## config.mk

```make
export PLATFORM = sky130hd
export DESIGN_NAME = servo_position_move_supervisor_unit_flat
export DESIGN_NICKNAME = d
export VERILOG_FILES = /design/src/sv/spsu_pkg.sv /design/src/sv/spsu_if.sv /design/src/sv/spsu_cfg.sv /design/src/sv/spsu_div.sv /design/src/sv/servo_position_move_supervisor_unit.sv /design/src/flat_wrapper.sv
export SDC_FILE = /design/constraint.sdc
export NUM_CORES = 2
export LEC_CHECK = 0
export BUFFER_PORTS_ARGS = -buffer_cell sky130_fd_sc_hd__buf_2
export CAP_MARGIN = 40
export CORE_ASPECT_RATIO = 0.7
export CORE_UTILIZATION = 33
export CTS_BUF_LIST = sky130_fd_sc_hd__clkbuf_2 sky130_fd_sc_hd__clkbuf_4 sky130_fd_sc_hd__clkbuf_8
export DETAILED_ROUTE_END_ITERATION = 8
export PLACE_DENSITY_LB_ADDON = 0.08
export SLEW_MARGIN = 30
export SYNTH_ARGS = -nofsm -noshare
export SYNTH_HDL_FRONTEND = slang
export SYNTH_SLANG_ARGS = --single-unit
```

## constraint.sdc

```tcl
create_clock -name clk -period 11.9 [get_ports clk]
set_input_delay 0.595 -clock clk [delete_from_list [all_inputs] [get_ports clk]]
set_output_delay 0.595 -clock clk [all_outputs]
set_load 0.03 [all_outputs]
```

## src/sv/spsu_pkg.sv

```systemverilog
// Shared types and constants for the servo position move supervisor.
package spsu_pkg;

    localparam int unsigned DATA_W    = 16;
    localparam int unsigned TICK_W    = 32;
    localparam int unsigned CFG_IDX_W = 3;

    localparam logic [DATA_W-1:0] CANON_MAX = 16'hFFFF;

    // Register reset values
    localparam logic [DATA_W-1:0] ADC_START_RST     = 16'd0;
    localparam logic [DATA_W-1:0] ADC_END_RST       = 16'd4095;
    localparam logic [DATA_W-1:0] PWM_START_RST     = 16'd0;
    localparam logic [DATA_W-1:0] PWM_END_RST       = 16'hFFFF;
    localparam logic [DATA_W-1:0] SAMPLE_PERIOD_RST = 16'd10;
    localparam logic [DATA_W-1:0] HITS_NEEDED_RST   = 16'd10;
    localparam logic [DATA_W-1:0] POS_TOL_RST       = 16'd256;
    localparam logic [DATA_W-1:0] MOVE_TIMEOUT_RST  = 16'd800;

    typedef enum logic [CFG_IDX_W-1:0] {
        CFG_ADC_START     = 3'd0,
        CFG_ADC_END       = 3'd1,
        CFG_PWM_START     = 3'd2,
        CFG_PWM_END       = 3'd3,
        CFG_SAMPLE_PERIOD = 3'd4,
        CFG_HITS_NEEDED   = 3'd5,
        CFG_POS_TOL       = 3'd6,
        CFG_MOVE_TIMEOUT  = 3'd7
    } cfg_idx_t;

    typedef struct packed {
        logic [DATA_W-1:0] adc_start;
        logic [DATA_W-1:0] adc_end;
        logic [DATA_W-1:0] pwm_start;
        logic [DATA_W-1:0] pwm_end;
        logic [DATA_W-1:0] sample_period;
        logic [DATA_W-1:0] hits_needed;
        logic [DATA_W-1:0] position_tolerance;
        logic [DATA_W-1:0] move_timeout;
    } cfg_t;

    typedef enum logic [1:0] {
        MODE_IDLE   = 2'd0,
        MODE_READY  = 2'd1,
        MODE_MOVING = 2'd2
    } mode_t;

    typedef enum logic [3:0] {
        ST_IDLE,
        ST_GATE,
        ST_AF_START,
        ST_AF_WAIT,
        ST_MUL,
        ST_FEEDBACK,
        ST_PF_START,
        ST_PF_WAIT,
        ST_PQ_START,
        ST_PQ_WAIT,
        ST_DUTY,
        ST_MODE,
        ST_FINISH
    } seq_state_t;

    typedef struct packed {
        logic              start;
        logic [DATA_W-1:0] dividend;
        logic [DATA_W-1:0] divisor;
    } div_req_t;

    typedef struct packed {
        logic              done;
        logic [DATA_W-1:0] quotient;
    } div_rsp_t;

endpackage

```

## src/sv/spsu_if.sv

```systemverilog
// Valid/ready channel interfaces for command/sample items and status results.
interface spsu_item_if;
    logic                         valid;
    logic                         ready;
    logic                         cmd;
    logic [spsu_pkg::DATA_W-1:0]  target_position;
    logic [spsu_pkg::DATA_W-1:0]  adc_sample;
    logic [spsu_pkg::TICK_W-1:0]  now_ticks;

    modport source (output valid, cmd, target_position, adc_sample, now_ticks, input ready);
    modport sink   (input valid, cmd, target_position, adc_sample, now_ticks, output ready);
endinterface

interface spsu_result_if;
    logic                         valid;
    logic                         ready;
    logic                         sampled;
    logic [spsu_pkg::DATA_W-1:0]  feedback_position;
    logic [spsu_pkg::DATA_W-1:0]  pwm_duty;
    logic                         pwm_enable;
    logic                         led_on;
    logic [1:0]                   servo_mode;

    modport source (output valid, sampled, feedback_position, pwm_duty, pwm_enable, led_on,
                    servo_mode, input ready);
    modport sink   (input valid, sampled, feedback_position, pwm_duty, pwm_enable, led_on,
                    servo_mode, output ready);
endinterface

```

## src/sv/spsu_cfg.sv

```systemverilog
// Configuration register file with write port and reset values.
module spsu_cfg (
    input  logic                             clk,
    input  logic                             rst_n,
    input  logic                             cfg_we,
    input  logic [spsu_pkg::CFG_IDX_W-1:0]   cfg_index,
    input  logic [spsu_pkg::DATA_W-1:0]      cfg_data,
    output spsu_pkg::cfg_t                   cfg
);

    spsu_pkg::cfg_t cfg_reg;
    spsu_pkg::cfg_t cfg_next;

    always_comb
    begin
        cfg_next = cfg_reg;
        if (cfg_we)
        begin
            unique case (spsu_pkg::cfg_idx_t'(cfg_index))
                spsu_pkg::CFG_ADC_START:     cfg_next.adc_start          = cfg_data;
                spsu_pkg::CFG_ADC_END:       cfg_next.adc_end            = cfg_data;
                spsu_pkg::CFG_PWM_START:     cfg_next.pwm_start          = cfg_data;
                spsu_pkg::CFG_PWM_END:       cfg_next.pwm_end            = cfg_data;
                spsu_pkg::CFG_SAMPLE_PERIOD: cfg_next.sample_period      = cfg_data;
                spsu_pkg::CFG_HITS_NEEDED:   cfg_next.hits_needed        = cfg_data;
                spsu_pkg::CFG_POS_TOL:       cfg_next.position_tolerance = cfg_data;
                spsu_pkg::CFG_MOVE_TIMEOUT:  cfg_next.move_timeout       = cfg_data;
            endcase
        end
    end

    always_ff @(posedge clk or negedge rst_n)
    begin
        if (!rst_n)
        begin
            cfg_reg <= '{spsu_pkg::ADC_START_RST, spsu_pkg::ADC_END_RST,
                         spsu_pkg::PWM_START_RST, spsu_pkg::PWM_END_RST,
                         spsu_pkg::SAMPLE_PERIOD_RST, spsu_pkg::HITS_NEEDED_RST,
                         spsu_pkg::POS_TOL_RST, spsu_pkg::MOVE_TIMEOUT_RST};
        end
        else
        begin
            cfg_reg <= cfg_next;
        end
    end

    assign cfg = cfg_reg;

endmodule

```

## src/sv/spsu_div.sv

```systemverilog
// Shared restoring divider, one quotient bit per cycle.
module spsu_div (
    input  logic                clk,
    input  logic                rst_n,
    input  spsu_pkg::div_req_t  req,
    output spsu_pkg::div_rsp_t  rsp
);

    localparam int unsigned W     = spsu_pkg::DATA_W;
    localparam int unsigned CNT_W = $clog2(W);

    logic             busy_reg, busy_next;
    logic             done_reg, done_next;
    logic [CNT_W-1:0] cnt_reg, cnt_next;
    logic [W-1:0]     rem_reg, rem_next;
    logic [W-1:0]     quo_reg, quo_next;
    logic [W-1:0]     dvs_reg, dvs_next;

    logic [W:0]       trial;
    logic [W:0]       trial_diff;
    logic             fits;

    // Shift next dividend bit into the partial remainder, subtract if it fits
    assign trial      = {rem_reg, quo_reg[W-1]};
    assign trial_diff = trial - {1'b0, dvs_reg};
    assign fits       = (trial >= {1'b0, dvs_reg});

    always_comb
    begin
        busy_next = busy_reg;
        done_next = 1'b0;
        cnt_next  = cnt_reg;
        rem_next  = rem_reg;
        quo_next  = quo_reg;
        dvs_next  = dvs_reg;
        if (req.start)
        begin
            busy_next = 1'b1;
            cnt_next  = '0;
            rem_next  = '0;
            quo_next  = req.dividend;
            dvs_next  = req.divisor;
        end
        else if (busy_reg)
        begin
            rem_next = fits ? trial_diff[W-1:0] : trial[W-1:0];
            quo_next = {quo_reg[W-2:0], fits};
            cnt_next = cnt_reg + 1'b1;
            if (cnt_reg == CNT_W'(W - 1))
            begin
                busy_next = 1'b0;
                done_next = 1'b1;
            end
        end
    end

    always_ff @(posedge clk or negedge rst_n)
    begin
        if (!rst_n)
        begin
            busy_reg <= 1'b0;
            done_reg <= 1'b0;
            cnt_reg  <= '0;
        end
        else
        begin
            busy_reg <= busy_next;
            done_reg <= done_next;
            cnt_reg  <= cnt_next;
        end
    end

    always_ff @(posedge clk)
    begin
        rem_reg <= rem_next;
        quo_reg <= quo_next;
        dvs_reg <= dvs_next;
    end

    assign rsp.done     = done_reg;
    assign rsp.quotient = quo_reg;

endmodule

```

## src/sv/servo_position_move_supervisor_unit.sv

```systemverilog
// Servo position move supervisor: sequencer around one shared serial divider.
// A set-target transaction goes straight to the finish step; a sample that fails the period
// gate is answered after the gate step, a passed sample after one division by the 16-step
// divider, and a sample that starts a new move after two more divisions (none when the PWM
// references are equal). One transaction at a time; a result left unread stalls the final step.
// Reset (rst_n, async, active low): mode READY, architectural state zero, registers to defaults.
module servo_position_move_supervisor_unit (
    input  logic                             clk,
    input  logic                             rst_n,
    spsu_item_if.sink                        item,
    spsu_result_if.source                    result,
    input  logic                             cfg_we,
    input  logic [spsu_pkg::CFG_IDX_W-1:0]   cfg_index,
    input  logic [spsu_pkg::DATA_W-1:0]      cfg_data
);

    localparam int unsigned W  = spsu_pkg::DATA_W;
    localparam int unsigned TW = spsu_pkg::TICK_W;

    spsu_pkg::cfg_t      cfg;
    spsu_pkg::div_req_t  div_req;
    spsu_pkg::div_rsp_t  div_rsp;

    // Sequencer and architectural state
    spsu_pkg::seq_state_t state_reg, state_next;
    spsu_pkg::mode_t      mode_reg, mode_next;
    logic [W-1:0]         target_reg, target_next;
    logic [W-1:0]         last_target_reg, last_target_next;
    logic [W-1:0]         feedback_reg, feedback_next;
    logic [TW-1:0]        last_tick_reg, last_tick_next;
    logic [TW-1:0]        cmd_tick_reg, cmd_tick_next;
    logic [W-1:0]         hit_reg, hit_next;
    logic [W-1:0]         duty_reg, duty_next;
    logic                 enable_reg, enable_next;
    logic                 led_reg, led_next;
    logic                 out_valid_reg, out_valid_next;

    // Working registers for the transaction in flight
    logic [W-1:0]         adc_reg, adc_next;
    logic [TW-1:0]        now_reg, now_next;
    logic                 sampled_reg, sampled_next;
    logic [W-1:0]         prod_reg, prod_next;

    // Output holding register
    logic                 out_sampled_reg, out_sampled_next;
    logic [W-1:0]         out_feedback_reg, out_feedback_next;
    logic [W-1:0]         out_duty_reg, out_duty_next;
    logic                 out_enable_reg, out_enable_next;
    logic                 out_led_reg, out_led_next;
    spsu_pkg::mode_t      out_mode_reg, out_mode_next;

    logic                 out_free;

    spsu_cfg u_cfg (
        .clk       (clk),
        .rst_n     (rst_n),
        .cfg_we    (cfg_we),
        .cfg_index (cfg_index),
        .cfg_data  (cfg_data),
        .cfg       (cfg)
    );

    spsu_div u_div (
        .clk   (clk),
        .rst_n (rst_n),
        .req   (div_req),
        .rsp   (div_rsp)
    );

    //------------------------------------------------------------------
    // Reference range decode. A reversed range (end below start) maps
    // canonical 0 to the upper reference and counts down.
    //------------------------------------------------------------------
    logic         adc_rev, adc_eq;
    logic [W-1:0] adc_span;
    logic         pwm_rev, pwm_eq;
    logic [W-1:0] pwm_span;

    assign adc_rev  = (cfg.adc_end < cfg.adc_start);
    assign adc_eq   = (cfg.adc_end == cfg.adc_start);
    assign adc_span = adc_rev ? (cfg.adc_start - cfg.adc_end) : (cfg.adc_end - cfg.adc_start);
    assign pwm_rev  = (cfg.pwm_end < cfg.pwm_start);
    assign pwm_eq   = (cfg.pwm_end == cfg.pwm_start);
    assign pwm_span = pwm_rev ? (cfg.pwm_start - cfg.pwm_end) : (cfg.pwm_end - cfg.pwm_start);

    //------------------------------------------------------------------
    // Divider requests. Three divisions share one unit:
    //   ADC factor    = 65535 / adc span
    //   PWM factor    = 65535 / pwm span
    //   PWM quotient  = position (mirrored if reversed) / PWM factor
    // The PWM factor is still held on the divider output when the
    // quotient division is launched, so it feeds the divisor directly.
    //------------------------------------------------------------------
    always_comb
    begin
        div_req.start    = 1'b0;
        div_req.dividend = spsu_pkg::CANON_MAX;
        div_req.divisor  = adc_span;
        unique case (state_reg)
            spsu_pkg::ST_AF_START:
            begin
                div_req.start = 1'b1;
            end
            spsu_pkg::ST_PF_START:
            begin
                div_req.start   = 1'b1;
                div_req.divisor = pwm_span;
            end
            spsu_pkg::ST_PQ_START:
            begin
                div_req.start    = 1'b1;
                div_req.dividend = pwm_rev ? (spsu_pkg::CANON_MAX - target_reg) : target_reg;
                div_req.divisor  = div_rsp.quotient;
            end
            default:
            begin
                div_req.start = 1'b0;
            end
        endcase
    end

    //------------------------------------------------------------------
    // Per-step arithmetic
    //------------------------------------------------------------------
    // Period gate: wrapping tick difference against the minimum period
    logic [TW-1:0] tick_diff;
    logic          gate_pass;
    assign tick_diff = now_reg - last_tick_reg;
    assign gate_pass = (tick_diff >= {{(TW-W){1'b0}}, cfg.sample_period});

    // ADC offset times factor; inside the clamp window the product stays below 65536
    logic [W-1:0]   mul_off;
    logic [2*W-1:0] mul_full;
    assign mul_off  = adc_rev ? (adc_reg - cfg.adc_end) : (adc_reg - cfg.adc_start);
    assign mul_full = mul_off * div_rsp.quotient;

    // Clamped canonical position
    logic [W-1:0] canon;
    always_comb
    begin
        if (adc_eq)
        begin
            canon = spsu_pkg::CANON_MAX;
        end
        else if (adc_rev)
        begin
            if (adc_reg <= cfg.adc_end)
                canon = spsu_pkg::CANON_MAX;
            else if (adc_reg >= cfg.adc_start)
                canon = '0;
            else
                canon = spsu_pkg::CANON_MAX - prod_reg;
        end
        else
        begin
            if (adc_reg <= cfg.adc_start)
                canon = '0;
            else if (adc_reg >= cfg.adc_end)
                canon = spsu_pkg::CANON_MAX;
            else
                canon = prod_reg;
        end
    end

    // Duty = quotient + near reference, clamped at the far reference
    logic [W:0]   duty_sum;
    logic [W-1:0] duty_far;
    logic [W-1:0] duty_calc;
    assign duty_sum = {1'b0, div_rsp.quotient} + {1'b0, (pwm_rev ? cfg.pwm_end : cfg.pwm_start)};
    assign duty_far = pwm_rev ? cfg.pwm_start : cfg.pwm_end;
    always_comb
    begin
        if (pwm_eq)
            duty_calc = cfg.pwm_end;
        else if (duty_sum > {1'b0, duty_far})
            duty_calc = duty_far;
        else
            duty_calc = duty_sum[W-1:0];
    end

    // Tolerance test, saturating hit count, end-of-move check
    logic [W-1:0]  dev;
    logic          hit_ok;
    logic [W-1:0]  hit_inc;
    logic [TW-1:0] move_age;
    logic          move_end;
    assign dev      = (target_reg < feedback_reg) ? (feedback_reg - target_reg)
                                                  : (target_reg - feedback_reg);
    assign hit_ok   = (dev <= cfg.position_tolerance) && (hit_reg != spsu_pkg::CANON_MAX);
    assign hit_inc  = hit_ok ? (hit_reg + 1'b1) : hit_reg;
    assign move_age = now_reg - cmd_tick_reg;
    assign move_end = (hit_inc >= cfg.hits_needed) ||
                      (move_age > {{(TW-W){1'b0}}, cfg.move_timeout});

    // Output register can take a new result when empty or being drained
    assign out_free = !out_valid_reg || result.ready;

    //------------------------------------------------------------------
    // Next state
    //------------------------------------------------------------------
    always_comb
    begin
        state_next = state_reg;
        unique case (state_reg)
            spsu_pkg::ST_IDLE:
            begin
                if (item.valid)
                    state_next = item.cmd ? spsu_pkg::ST_GATE : spsu_pkg::ST_FINISH;
            end
            spsu_pkg::ST_GATE:
            begin
                state_next = gate_pass ? spsu_pkg::ST_AF_START : spsu_pkg::ST_FINISH;
            end
            spsu_pkg::ST_AF_START:
            begin
                state_next = spsu_pkg::ST_AF_WAIT;
            end
            spsu_pkg::ST_AF_WAIT:
            begin
                if (div_rsp.done)
                    state_next = spsu_pkg::ST_MUL;
            end
            spsu_pkg::ST_MUL:
            begin
                state_next = spsu_pkg::ST_FEEDBACK;
            end
            spsu_pkg::ST_FEEDBACK:
            begin
                // New target: equal PWM references need no division
                if (target_reg != last_target_reg)
                    state_next = pwm_eq ? spsu_pkg::ST_DUTY : spsu_pkg::ST_PF_START;
                else
                    state_next = spsu_pkg::ST_MODE;
            end
            spsu_pkg::ST_PF_START:
            begin
                state_next = spsu_pkg::ST_PF_WAIT;
            end
            spsu_pkg::ST_PF_WAIT:
            begin
                if (div_rsp.done)
                    state_next = spsu_pkg::ST_PQ_START;
            end
            spsu_pkg::ST_PQ_START:
            begin
                state_next = spsu_pkg::ST_PQ_WAIT;
            end
            spsu_pkg::ST_PQ_WAIT:
            begin
                if (div_rsp.done)
                    state_next = spsu_pkg::ST_DUTY;
            end
            spsu_pkg::ST_DUTY:
            begin
                state_next = spsu_pkg::ST_MODE;
            end
            spsu_pkg::ST_MODE:
            begin
                state_next = spsu_pkg::ST_FINISH;
            end
            spsu_pkg::ST_FINISH:
            begin
                if (out_free)
                    state_next = spsu_pkg::ST_IDLE;
            end
        endcase
    end

    //------------------------------------------------------------------
    // State and datapath updates
    //------------------------------------------------------------------
    always_comb
    begin
        mode_next         = mode_reg;
        target_next       = target_reg;
        last_target_next  = last_target_reg;
        feedback_next     = feedback_reg;
        last_tick_next    = last_tick_reg;
        cmd_tick_next     = cmd_tick_reg;
        hit_next          = hit_reg;
        duty_next         = duty_reg;
        enable_next       = enable_reg;
        led_next          = led_reg;
        adc_next          = adc_reg;
        now_next          = now_reg;
        sampled_next      = sampled_reg;
        prod_next         = prod_reg;
        out_sampled_next  = out_sampled_reg;
        out_feedback_next = out_feedback_reg;
        out_duty_next     = out_duty_reg;
        out_enable_next   = out_enable_reg;
        out_led_next      = out_led_reg;
        out_mode_next     = out_mode_reg;
        out_valid_next    = out_valid_reg && !result.ready;

        unique case (state_reg)
            spsu_pkg::ST_IDLE:
            begin
                if (item.valid)
                begin
                    sampled_next = 1'b0;
                    // Set-target only stores the target; the move starts at the next sample that passes the period gate
                    if (!item.cmd)
                        target_next = item.target_position;
                    adc_next = item.adc_sample;
                    now_next = item.now_ticks;
                end
            end
            spsu_pkg::ST_GATE:
            begin
                if (gate_pass)
                begin
                    last_tick_next = now_reg;
                    sampled_next   = 1'b1;
                end
            end
            spsu_pkg::ST_MUL:
            begin
                prod_next = mul_full[W-1:0];
            end
            spsu_pkg::ST_FEEDBACK:
            begin
                feedback_next = canon;
            end
            spsu_pkg::ST_DUTY:
            begin
                duty_next        = duty_calc;
                enable_next      = 1'b1;
                led_next         = 1'b1;
                last_target_next = target_reg;
                hit_next         = '0;
                cmd_tick_next    = now_reg;
                mode_next        = spsu_pkg::MODE_MOVING;
            end
            spsu_pkg::ST_MODE:
            begin
                if (mode_reg == spsu_pkg::MODE_READY)
                begin
                    duty_next = '0;
                    led_next  = 1'b0;
                end
                else if (mode_reg == spsu_pkg::MODE_MOVING)
                begin
                    // A miss keeps the count; LED stays lit after the move ends
                    hit_next = hit_inc;
                    if (move_end)
                        mode_next = spsu_pkg::MODE_IDLE;
                end
            end
            spsu_pkg::ST_FINISH:
            begin
                if (out_free)
                begin
                    out_valid_next    = 1'b1;
                    out_sampled_next  = sampled_reg;
                    out_feedback_next = feedback_reg;
                    out_duty_next     = duty_reg;
                    out_enable_next   = enable_reg;
                    out_led_next      = led_reg;
                    out_mode_next     = mode_reg;
                end
            end
            default:
            begin
                prod_next = prod_reg;
            end
        endcase
    end

    always_ff @(posedge clk or negedge rst_n)
    begin
        if (!rst_n)
        begin
            state_reg       <= spsu_pkg::ST_IDLE;
            mode_reg        <= spsu_pkg::MODE_READY;
            target_reg      <= '0;
            last_target_reg <= '0;
            feedback_reg    <= '0;
            last_tick_reg   <= '0;
            cmd_tick_reg    <= '0;
            hit_reg         <= '0;
            duty_reg        <= '0;
            enable_reg      <= 1'b0;
            led_reg         <= 1'b0;
            out_valid_reg   <= 1'b0;
        end
        else
        begin
            state_reg       <= state_next;
            mode_reg        <= mode_next;
            target_reg      <= target_next;
            last_target_reg <= last_target_next;
            feedback_reg    <= feedback_next;
            last_tick_reg   <= last_tick_next;
            cmd_tick_reg    <= cmd_tick_next;
            hit_reg         <= hit_next;
            duty_reg        <= duty_next;
            enable_reg      <= enable_next;
            led_reg         <= led_next;
            out_valid_reg   <= out_valid_next;
        end
    end

    always_ff @(posedge clk)
    begin
        adc_reg          <= adc_next;
        now_reg          <= now_next;
        sampled_reg      <= sampled_next;
        prod_reg         <= prod_next;
        out_sampled_reg  <= out_sampled_next;
        out_feedback_reg <= out_feedback_next;
        out_duty_reg     <= out_duty_next;
        out_enable_reg   <= out_enable_next;
        out_led_reg      <= out_led_next;
        out_mode_reg     <= out_mode_next;
    end

    //------------------------------------------------------------------
    // Channel outputs
    //------------------------------------------------------------------
    assign item.ready               = (state_reg == spsu_pkg::ST_IDLE);
    assign result.valid             = out_valid_reg;
    assign result.sampled           = out_sampled_reg;
    assign result.feedback_position = out_feedback_reg;
    assign result.pwm_duty          = out_duty_reg;
    assign result.pwm_enable        = out_enable_reg;
    assign result.led_on            = out_led_reg;
    assign result.servo_mode        = out_mode_reg;

endmodule

```

## src/flat_wrapper.sv

```systemverilog
// flat-port wrapper written by rule: the top's interface ports become plain ports
module servo_position_move_supervisor_unit_flat 
  (clk, rst_n, cfg_we, cfg_index, cfg_data, item_valid, item_cmd, item_target_position, item_adc_sample, item_now_ticks, item_ready, result_valid, result_sampled, result_feedback_position, result_pwm_duty, result_pwm_enable, result_led_on, result_servo_mode, result_ready);
  spsu_item_if item_i ();
  spsu_result_if result_i ();
  input  logic clk;
  input  logic rst_n;
  input  logic cfg_we;
  input  logic [spsu_pkg::CFG_IDX_W-1:0] cfg_index;
  input  logic [spsu_pkg::DATA_W-1:0] cfg_data;
  input wire logic [$bits(item_i.valid)-1:0] item_valid;
  input wire logic [$bits(item_i.cmd)-1:0] item_cmd;
  input wire logic [$bits(item_i.target_position)-1:0] item_target_position;
  input wire logic [$bits(item_i.adc_sample)-1:0] item_adc_sample;
  input wire logic [$bits(item_i.now_ticks)-1:0] item_now_ticks;
  output wire logic [$bits(item_i.ready)-1:0] item_ready;
  output wire logic [$bits(result_i.valid)-1:0] result_valid;
  output wire logic [$bits(result_i.sampled)-1:0] result_sampled;
  output wire logic [$bits(result_i.feedback_position)-1:0] result_feedback_position;
  output wire logic [$bits(result_i.pwm_duty)-1:0] result_pwm_duty;
  output wire logic [$bits(result_i.pwm_enable)-1:0] result_pwm_enable;
  output wire logic [$bits(result_i.led_on)-1:0] result_led_on;
  output wire logic [$bits(result_i.servo_mode)-1:0] result_servo_mode;
  input wire logic [$bits(result_i.ready)-1:0] result_ready;
  assign item_i.valid = item_valid;
  assign item_i.cmd = item_cmd;
  assign item_i.target_position = item_target_position;
  assign item_i.adc_sample = item_adc_sample;
  assign item_i.now_ticks = item_now_ticks;
  assign item_ready = item_i.ready;
  assign result_valid = result_i.valid;
  assign result_sampled = result_i.sampled;
  assign result_feedback_position = result_i.feedback_position;
  assign result_pwm_duty = result_i.pwm_duty;
  assign result_pwm_enable = result_i.pwm_enable;
  assign result_led_on = result_i.led_on;
  assign result_servo_mode = result_i.servo_mode;
  assign result_i.ready = result_ready;
  servo_position_move_supervisor_unit u_core (.clk(clk), .rst_n(rst_n), .item(item_i), .result(result_i), .cfg_we(cfg_we), .cfg_index(cfg_index), .cfg_data(cfg_data));
endmodule
```

==> results.yml <==
timing:
  fin_crit_ns: 9.715
  slew_headroom: 0.3471
  hold_viol: 0
  fin_tns_setup_ns: 0
  finClkSkew_ns: 0.04553
  worst_slew_pin_slew_ns: 0.9712
  rsz0062_at_grt: "no"
  max_freq_ghz: 0.1029
  setup_viol: 0
  fin_crit_sh: 0.8164
  final_max_slew_viol_count: 0
place:
  port_buffers: 127
  dp_hpwl_um: 83850
  finalWeightedCongestion: 0.8758
setup_path:
  critPathKind: "reg -> reg"
  crit_buf_inv: 3
  start_kind: "flop"
  crit_path_max_fanout: 13
  crit_arrival_ns: 10.39
  cp_common_cell: "a21o_1"
  r2r_setup_slack_ns: 2.18
  endpoint_kind: "flop"
  critPathSlowestCell: "a32oi_1"
  cp_data_required_time_ns: 12.58
  slowest_delay_ns: 0.55
  critPathTopFamily: "compound AO/OA/AOI/OAI gates"
global_routing:
  overflow: 0
  grt_usage: 0.2126
  grt_pass1_wl_um: 165600
  antenna_found_initial: 15
  grt_pass1_vias: 25340
  grt_max_degree: 137
min_path:
  min_path_type: "in -> reg"
yosys:
  syn-num-nets: 4145
  syn_inst: 3614
  syn_avg_cell_area_um2: 9.337
  ys.flop_type: "dfrtp_1"
  synth_edf_count: 134
  synthTopCellsByArea: "dfrtp_1, ha_1, edfxtp_1"
  yosysTopAreaCell: "dfrtp_1"
  yosysSeqAreaShare: 0.3429
  synth_compound_gate_area_share: 0.1717
  async_reset_ff_frac: 0.6568
  yosys.area_share.xor_xnor: 0.05273
  yosys.area_share.simple: 0.1207
  ys_seq_elements: 437
  muxShareOfSynthArea: 0.06252
  synth_top_area_frac: 0.1854
  yosys_warnings: 0
  synth_most_common_cell: "inv_1"
  syn-cell-area_mm2: 0.03374
  ys_top_cells_by_count: "inv_1, ha_1, nand2_1, o21ai_0, dfrtp_1"
  synth_fa_ha_area_frac: 0.1844
  synth_top_family_by_area: "adder cells"
  synth_cell_type_count: 89
clock_network:
  clk_path_buf_depth: 3
  cts.sinks: 437
  post_cts_buffers: 0
  clk_latency_ns: 0.75
  htree_levels: 3
  cts_root_buf: "clkbuf_8"
  cts_resized: 0
  cts_buffers: 81
  clk_pin_slew_ns: 0.06
  tritoncts: "built"
drt:
  detail_route.iter0.violations: 1987
  wl_per_cell_um: 21.15
  drcViolationCount: 0
  viasPerCell: 5.057
  drtAntennaViolNets: 0
  drtPass1Iterations: 6
  dr_total_vias: 26390
  drt_wl_total_um: 110400
run:
  drv_cap: 0
floorplan:
  die_w_um: 384.2
  start_util: 0.3350
  core-area_mm2: 0.1007
  dieArea_mm2: 0.1036
  die_h_um: 269.5
  ios: 128
  num_rows: 97
final_layout:
  area_delta_synth_final_pct: 13.78
  num-nets-final: 4342
  drive_above_1_share: 0.1408
  largest_reg_flops: 128
outcome:
  status: "complete, no violations"
-- stage by stage --
step           cell area, um^2  utilization  setup WS (ns)  instances  hold WS, ns
2_1_floorplan            33740            -          3.159       3614       0.2994
3_3_place_gp             36040       0.3578          2.527       5006       0.4221
3_5_place_dp             36130       0.3587          2.349       5013       0.4253
4_1_cts                  38360       0.3808          2.299       5213  0.000007883
6_report                 38390       0.3811          2.185       5218      0.08653
5_1_grt                  38390       0.3811          1.284       5216      0.02361
-- final cells by class --
class / count / area, um^2
fillers: 10330 / 62340
multi-input cells: 2607 / 20090
flip-flops and latches: 437 / 11570
inverters: 447 / 1678
well taps: 1336 / 1672
repair buffers: 237 / 1632
clock buffers: 124 / 1556
clock inverters: 27 / 182.7
diodes: 3 / 7.507
-- timing repair --
| action | in CTS | in global routing |
|---|---|---|
| endpoints found under the setup margin | 0 | 0 |
| hold buffers | 49 | 0 |
| hold endpoints to repair | 115 | 0 |
-- cells in the final DEF, fill, tap and decap left out, types with 100 or more instances in the layout --
cell type  synthesis  routed
ha_1             350     350
clkbuf_8           0     100
nor2_1           185     182
buf_2              5     127
a21oi_1          194     192
dfrtp_1          250     250
edfxtp_1         134     134
xnor2_1          149     149
nand2_1          342     342
inv_1            446     445
o21ai_0          306     305
a21o_1           118     118
-- path summary, 6_finish.rpt --
kind / cells past startpoint / end / from
max: 41 / u_core.mode_reg[1]$_DFFE_PN0P_ / u_core.target_reg[0]$_DFFE_PN0P_
min: 2 / u_core.target_reg[8]$_DFFE_PN0P_ / item_target_position[8]
max reg2reg: 41 / u_core.mode_reg[1]$_DFFE_PN0P_ / u_core.target_reg[0]$_DFFE_PN0P_
min reg2reg: 0 / u_core.result.sampled$_DFFE_PP_ / u_core.sampled_reg$_DFFE_PP_
max in group asynchronous: 3 / u_core.u_cfg.cfg[91]$_DFFE_PN0P_ / rst_n
min in group asynchronous: 2 / u_core.feedback_reg[9]$_DFFE_PN0P_ / rst_n
-- routing by layer --
layer | wire (um) | global-route usage | part of all wire | up-vias
li1 | - | - | - | 12930
met1 | 62560 | 0.3621 | 0.57 | 12730
met2 | 39970 | 0.2670 | 0.36 | 637
met3 | 6386 | 0.03710 | 0.058 | 90
met4 | 1436 | 0.03743 | 0.013 | 0
met5 | 0 | 0 | 0 | -
-- cell families (layout without fill, tap and decap cells) --
kind of cell    count (synthesis)  count (layout)
buf+inv                       570             835
fa+ha+maj                     442             442
simple gates                  860             860
other cells                     0               3
xor+xnor                      200             200
compound gates                921             921
flops                         437             437
mux                           184             184
Power is not shown: default switching activity piles up to over one toggle a cycle in this logic, so the estimate is an artifact.
